$ cat src/hdl/ssi_pkg.sv
`timescale 1ns / 1ps
// ----------------------------------------------------------------------------
// ssi_pkg
// Shared types and codes for the sorted set insert unit.
// ----------------------------------------------------------------------------
package ssi_pkg;

    localparam int VALUE_W  = 32;
    localparam int POS_W    = 8;
    localparam int STATUS_W = 2;
    localparam int COUNT_W  = 9;
    localparam int IN_DATA_W  = 32;
    localparam int OUT_DATA_W = 24;

    typedef enum logic [STATUS_W-1:0] {
        STATUS_INSERTED  = 2'd0,
        STATUS_DUPLICATE = 2'd1,
        STATUS_FULL      = 2'd2,
        STATUS_CLEARED   = 2'd3
    } status_t;

    typedef enum logic {
        MODE_INSERT = 1'b0,
        MODE_CLEAR  = 1'b1
    } mode_t;

    typedef enum logic [1:0] {
        ST_IDLE,
        ST_CMP,
        ST_UPD
    } state_t;

    // broadcast to every cell
    typedef struct packed {
        logic                      cmp_en;
        logic                      shift_en;
        logic signed [VALUE_W-1:0] key;
    } cell_ctrl_t;

endpackage

$ cat src/hdl/ssi_cell.sv
`timescale 1ns / 1ps
// ----------------------------------------------------------------------------
// ssi_cell
// One entry of the sorted row: holds a value, compares it against the
// broadcast key and takes its left neighbor's value (or the key) on insert.
// ----------------------------------------------------------------------------
module ssi_cell
(
    input  logic                                clk,
    input  logic                                rst_n,
    input  ssi_pkg::cell_ctrl_t                 ctrl,
    input  logic                                live,
    input  logic signed [ssi_pkg::VALUE_W-1:0]  prev_val,
    input  logic                                prev_lt,
    output logic signed [ssi_pkg::VALUE_W-1:0]  val,
    output logic                                lt,
    output logic                                eq,
    output logic                                bnd
);
    import ssi_pkg::*;

    logic signed [VALUE_W-1:0] val_reg;
    logic signed [VALUE_W-1:0] val_next;
    logic                      lt_reg;
    logic                      lt_next;
    logic                      eq_reg;
    logic                      eq_next;

    always_comb
    begin
        lt_next  = lt_reg;
        eq_next  = eq_reg;
        val_next = val_reg;
        if (ctrl.cmp_en)
        begin
            lt_next = live && (val_reg < ctrl.key);
            eq_next = live && (val_reg == ctrl.key);
        end
        if (ctrl.shift_en && !lt_reg)
        begin
            val_next = prev_lt ? ctrl.key : prev_val;
        end
    end

    always_ff @(posedge clk)
    begin
        val_reg <= val_next;
    end

    always_ff @(posedge clk or negedge rst_n)
    begin
        if (!rst_n)
        begin
            lt_reg <= 1'b0;
            eq_reg <= 1'b0;
        end
        else
        begin
            lt_reg <= lt_next;
            eq_reg <= eq_next;
        end
    end

    assign val = val_reg;
    assign lt  = lt_reg;
    assign eq  = eq_reg;
    assign bnd = prev_lt && !lt_reg;

endmodule

$ cat src/hdl/sorted_set_insert_unit.sv
`timescale 1ns / 1ps
// ----------------------------------------------------------------------------
// sorted_set_insert_unit
// Ascending set of distinct signed values held in a row of cells.
// ----------------------------------------------------------------------------
//  channel | dir | tdata                        | tuser
//  s_      | in  | [31:0] value                 | [0] mode
//  m_      | out | [7:0] position, [16:8] count | [1:0] status
//
//  Each word goes through accept, parallel compare in every cell, then
//  reduce and shift/insert in one step. The next word is accepted in the
//  cycle after the update. A stalled output holds the update step only.
//  rst_n empties the set; stored values need no clearing.
// ----------------------------------------------------------------------------
module sorted_set_insert_unit
#(
    parameter int CAPACITY = 16
)
(
    input  logic        clk,
    input  logic        rst_n,
    input  logic        s_tvalid,
    output logic        s_tready,
    input  logic [31:0] s_tdata,   // value
    input  logic [0:0]  s_tuser,   // mode
    output logic        m_tvalid,
    input  logic        m_tready,
    output logic [23:0] m_tdata,   // position[7:0], entry_count[16:8], zero pad
    output logic [1:0]  m_tuser    // status
);
    import ssi_pkg::*;

    localparam int IDX_W = (CAPACITY > 1) ? $clog2(CAPACITY) : 1;
    localparam int CNT_W = $clog2(CAPACITY + 1);

    state_t state_reg;
    state_t state_next;

    logic signed [VALUE_W-1:0] key_reg;
    logic                      mode_reg;
    logic [CNT_W-1:0]          count_reg;
    logic [CNT_W-1:0]          count_next;

    logic                      out_valid_reg;
    logic                      out_valid_next;
    logic [POS_W-1:0]          out_pos_reg;
    logic [POS_W-1:0]          out_pos_next;
    status_t                   out_status_reg;
    status_t                   out_status_next;
    logic [COUNT_W-1:0]        out_count_reg;
    logic [COUNT_W-1:0]        out_count_next;

    cell_ctrl_t                ctrl;
    logic signed [VALUE_W-1:0] cell_val [CAPACITY];
    logic [CAPACITY-1:0]       cell_lt;
    logic [CAPACITY-1:0]       cell_eq;
    logic [CAPACITY-1:0]       cell_bnd;
    logic [CAPACITY-1:0]       cell_live;

    logic                      accept;
    logic                      out_free;
    logic                      dup;
    logic                      full;
    logic                      do_ins;
    logic [IDX_W-1:0]          place;

    assign accept   = s_tvalid && s_tready;
    assign out_free = !out_valid_reg || m_tready;
    assign dup      = |cell_eq;
    assign full     = (count_reg == CNT_W'(CAPACITY));
    assign do_ins   = (mode_reg == MODE_INSERT) && !dup && !full;

    always_comb
    begin
        place = '0;
        for (int i = 0; i < CAPACITY; i++)
        begin
            if (cell_bnd[i])
            begin
                place = place | IDX_W'(i);
            end
        end
    end

    always_comb
    begin
        for (int i = 0; i < CAPACITY; i++)
        begin
            cell_live[i] = (count_reg > CNT_W'(i));
        end
    end

    // next state
    always_comb
    begin
        state_next = state_reg;
        unique case (state_reg)
            ST_IDLE: if (s_tvalid) state_next = ST_CMP;
            ST_CMP:  state_next = ST_UPD;
            ST_UPD:  if (out_free) state_next = ST_IDLE;
            default: state_next = ST_IDLE;
        endcase
    end

    // outputs of the state machine
    always_comb
    begin
        s_tready        = 1'b0;
        ctrl.cmp_en     = 1'b0;
        ctrl.shift_en   = 1'b0;
        ctrl.key        = key_reg;
        count_next      = count_reg;
        out_valid_next  = out_valid_reg && !m_tready;
        out_pos_next    = out_pos_reg;
        out_status_next = out_status_reg;
        out_count_next  = out_count_reg;
        unique case (state_reg)
            ST_IDLE:
            begin
                s_tready = 1'b1;
            end
            ST_CMP:
            begin
                ctrl.cmp_en = 1'b1;
            end
            ST_UPD:
            begin
                if (out_free)
                begin
                    out_valid_next = 1'b1;
                    out_pos_next   = '0;
                    if (mode_reg == MODE_CLEAR)
                    begin
                        count_next      = '0;
                        out_status_next = STATUS_CLEARED;
                    end
                    else if (dup)
                    begin
                        out_status_next = STATUS_DUPLICATE;
                    end
                    else if (full)
                    begin
                        out_status_next = STATUS_FULL;
                    end
                    else
                    begin
                        ctrl.shift_en   = 1'b1;
                        count_next      = count_reg + CNT_W'(1);
                        out_pos_next    = POS_W'(place);
                        out_status_next = STATUS_INSERTED;
                    end
                    out_count_next = COUNT_W'(count_next);
                end
            end
            default:
            begin
                s_tready = 1'b0;
            end
        endcase
        if (!do_ins)
        begin
            ctrl.shift_en = 1'b0;
        end
    end

    always_ff @(posedge clk or negedge rst_n)
    begin
        if (!rst_n)
        begin
            state_reg     <= ST_IDLE;
            count_reg     <= '0;
            out_valid_reg <= 1'b0;
        end
        else
        begin
            state_reg     <= state_next;
            count_reg     <= count_next;
            out_valid_reg <= out_valid_next;
        end
    end

    always_ff @(posedge clk)
    begin
        if (accept)
        begin
            key_reg  <= s_tdata;
            mode_reg <= s_tuser[0];
        end
        out_pos_reg    <= out_pos_next;
        out_status_reg <= out_status_next;
        out_count_reg  <= out_count_next;
    end

    generate
        for (genvar g = 0; g < CAPACITY; g++)
        begin : g_cell
            logic signed [VALUE_W-1:0] left_val;
            logic                      left_lt;
            if (g == 0)
            begin : g_head
                assign left_val = key_reg;
                assign left_lt  = 1'b1;
            end
            else
            begin : g_body
                assign left_val = cell_val[g-1];
                assign left_lt  = cell_lt[g-1];
            end
            ssi_cell u_cell
            (
                .clk      (clk),
                .rst_n    (rst_n),
                .ctrl     (ctrl),
                .live     (cell_live[g]),
                .prev_val (left_val),
                .prev_lt  (left_lt),
                .val      (cell_val[g]),
                .lt       (cell_lt[g]),
                .eq       (cell_eq[g]),
                .bnd      (cell_bnd[g])
            );
        end
    endgenerate

    assign m_tvalid = out_valid_reg;
    assign m_tdata  = {{(OUT_DATA_W - POS_W - COUNT_W){1'b0}}, out_count_reg, out_pos_reg};
    assign m_tuser  = out_status_reg;

endmodule

$ cat config.mk
export PLATFORM = sky130hd
export DESIGN_NAME = sorted_set_insert_unit
export DESIGN_NICKNAME = d
export VERILOG_FILES = /design/src/hdl/ssi_pkg.sv /design/src/hdl/ssi_cell.sv /design/src/hdl/sorted_set_insert_unit.sv
export SDC_FILE = /design/constraint.sdc
export NUM_CORES = 2
export LEC_CHECK = 0
export BUFFER_PORTS_ARGS = -buffer_cell sky130_fd_sc_hd__buf_2
export CORE_ASPECT_RATIO = 0.8
export CORE_MARGIN = 2
export CORE_UTILIZATION = 50
export DETAILED_ROUTE_END_ITERATION = 8
export GPL_TIMING_DRIVEN = 0
export PLACE_DENSITY = 0.66
export RECOVER_POWER = 100
export REMOVE_ABC_BUFFERS = 1
export SLEW_MARGIN = 20
export SYNTH_ARGS = -nofsm -noshare
export SYNTH_HDL_FRONTEND = slang
export SYNTH_SLANG_ARGS = --single-unit
$ cat constraint.sdc
create_clock -name clk -period 5.4 [get_ports clk]
set_clock_uncertainty 0.05 [all_clocks]
set_input_delay 1.62 -clock clk [delete_from_list [all_inputs] [get_ports clk]]
set_output_delay 1.62 -clock clk [all_outputs]
set_load 0.02 [all_outputs]
==> out/results.ini <==
[grt]
grt_pass1_wl_um=125000
grt_max_degree=41
grt_pass1_vias=23333
grtUsageTotal_pct=21.5
antenna_found_initial=1
gr-total-overflow=0

[logic_synthesis]
synth-seq-cells=596
netlist_area_um2=35700
ys_warn_count=0
async_flop_share_pct=6.71
synth_flop_cell=edfxtp_1
synth_compound_area_share_pct=8.14
synth_edf_count=556
synth_top_family_by_area=adder cells
muxShareOfSynthArea_pct=14.8
syn_inst=2773
synth_cell_types=54
synth_fa_ha_area_share_pct=18.1
synth_xor_area_share_pct=0.0245
synth-simple-area-share_pct=7.10
syn_avg_cell_area_um2=12.9
ys_seq_area_share_pct=49.5

[power]
p_leak_nw=14.9
p_per_area_nw_per_um2=357
pwr-share-comb_pct=23.3
irDropWorstVdd_mv=0.317
clock_power_share_pct=31.0
finalPower_mw=14.0
seqPwrFrac_pct=45.8
p_sw_share_pct=29.9
p_int_mw=9.79
p_sw_mw=4.19

[sta]
layout_min_cycle_time_ns=4.85
rsz0062_at_grt=false
maxSlewViolCount=267
timing.final.crit_share_pct=89.8
maxSlewHeadroom_pct=-32.4
worst_slack_ns=0.549
tns_ns=0
fmaxAchievable_ghz=0.206
finalHoldViolations=0
tightest_slew_ns=1.99
finalSetupViolCount=0

[critical_path]
crit_type=primary input to flip-flop
cp.required_ns=5.68
path_max_fanout=17
worstSetupStartpointType=primary input
crit_arrival_ns=5.13
slowest_delay_ns=0.83
critPathMostFrequentCell=buf_8
cp_slowest_cell=clkbuf_1
cp_cell_sequence=buf_2, nand2b_1, nor2b_1, clkbuf_1, nand3b_1, buf_8, nor2_2, buf_8
critPathCaptureType=flip-flop

[clocking]
htreeDepth=2
postCtsHoldBufs=0
cts_tree=done
ctsResizeCount=0
clk-insertion-delay-late_ns=0.64
cts_made_buffers=60
post_cts_buffers=0
cts-root-buf=clkbuf_16
numClockSinks=596
clk_pin_slew_ns=0.06
clock_path_buffers=3

[cells_and_area]
final_core_util_pct=55.4
fill_cells=5654
diodes=0
largest_reg_flops=512
final_net_count=3356
drive_gt1_share_pct=22.4
layout_common_cells=edfxtp_1, ha_1, mux2_2
final_common_cell=edfxtp_1
fin_area_um2=39200
area.growth.synth_to_final_pct=9.57

[placed_design]
dp_hpwl_um=62100
port_buffers=49
place_congestion=0.902
post-place-ws_ns=1.02
place_area_um2=37200

[floorplanning]
dieArea_um2=73700
core_area_um2=70600
dieHeight_um=243
start_util_pct=50.6
io_pins=65
rows=87
die_w_um=303

[route]
num_vias=22811
via_per_inst=6.02
dr.pass1.iters=8
drt_wl_total_um=79200
wl_per_cell_um=20.9
first_iter_violations=1783
drtAntennaViolNets=0
drt_drc_violations_left=3

[worst_hold_path]
worstHoldPathType=flip-flop to flip-flop

[run]
cap_violations=9

[run_status]
violations=DRC, capacitance limit, slew limit
status=finished with violations

[logic make-up (layout without fill, tap and decap cells)]
family,after synthesis,count (layout)
flops,596,596
buf+inv,203,270
compound gates,471,471
mux,471,471
xor+xnor,1,1
fa+ha+maj,517,517
other cells,1,15
simple gates,513,513
[final timing paths]
path | startpoint | endpoint | slack [ns] | cells past startpoint
worst max register to register | g_cell[0].u_cell.eq$_DFFE_PN0N_ | g_cell[10].u_cell.val[14]$_DFFE_PP_ | 0.86 | 7
worst min register to register | g_cell[12].u_cell.eq$_DFFE_PN0N_ | g_cell[12].u_cell.eq$_DFFE_PN0N_ | 0.43 | 2
worst max-delay path | m_tready | g_cell[10].u_cell.val[14]$_DFFE_PP_ | 0.55 | 8
worst min-delay path | g_cell[12].u_cell.eq$_DFFE_PN0N_ | g_cell[12].u_cell.eq$_DFFE_PN0N_ | 0.43 | 2
max in group asynchronous | rst_n | state_reg[0]$_DFFE_PN0P_ | 2.17 | 2
min in group asynchronous | rst_n | g_cell[13].u_cell.lt$_DFFE_PN0N_ | 0.96 | 1
[power groups by stage]
stage | sequential [mW] | clock (mW) | combinational, mW
floorplan | 6.30 | 0 | 2.26
global placement | 6.51 | 0 | 2.89
detailed placement | 6.48 | 0 | 3.24
CTS | 6.38 | 4.39 | 3.28
global route | 6.47 | 4.57 | 3.65
finish | 6.40 | 4.33 | 3.25
[layer usage]
metal	wire length, um	track usage, %
met1	37600	31.0
met2	34800	33.1
met3	4930	4.21
met4	1880	5.82
met5	0	0
[worst max-delay path, delay by kind of cell]
kind / cells / cell delay [ns]
AND/OR/NAND/NOR: 4 / 1.96
buffers and inverters: 4 / 1.50
[layout make-up]
class | count | area (um2) | share of cell area (%)
Tap cell | 934 | 1170 | 2.98
Clock inverter | 19 | 200 | 0.511
Inverter | 82 | 308 | 0.786
Sequential cell | 596 | 17700 | 45.2
Clock buffer | 95 | 1870 | 4.77
Multi-Input combinational cell | 1988 | 17400 | 44.4
Timing Repair Buffer | 74 | 549 | 1.40
[metrics by stage]
stage | hold slack, ns | cells
floorplan | 0.389 | 2666
global placement | 0.402 | 3649
detailed placement | 0.410 | 3673
CTS | 0.424 | 3787
global route | 0.450 | 3788
finish | 0.425 | 3788
[cell usage after synthesis, types with 11 or more instances]
| library cell | instances | area, um2 |
|---|---|---|
| buf_4 | 15 | 113 |
| nor2_1 | 80 | 300 |
| edfxtp_1 | 556 | 16700 |
| nor3_1 | 15 | 75.1 |
| clkbuf_1 | 92 | 345 |
| ha_1 | 517 | 6470 |
| a21o_1 | 45 | 338 |
| nor2b_1 | 12 | 75.1 |
| nand2_1 | 159 | 597 |
| or4_1 | 11 | 82.6 |
| dfrtp_1 | 40 | 1000 |
| nor4_1 | 33 | 206 |
| o21ai_0 | 76 | 380 |
| buf_1 | 14 | 52.6 |
| a22o_1 | 13 | 114 |
| a221o_1 | 25 | 250 |
| mux2_2 | 470 | 5290 |
| nand4_1 | 102 | 638 |
| a21oi_1 | 227 | 1140 |
| inv_1 | 82 | 308 |
| nand3_1 | 63 | 315 |
Note: power is estimated with default switching activity, not from simulation.
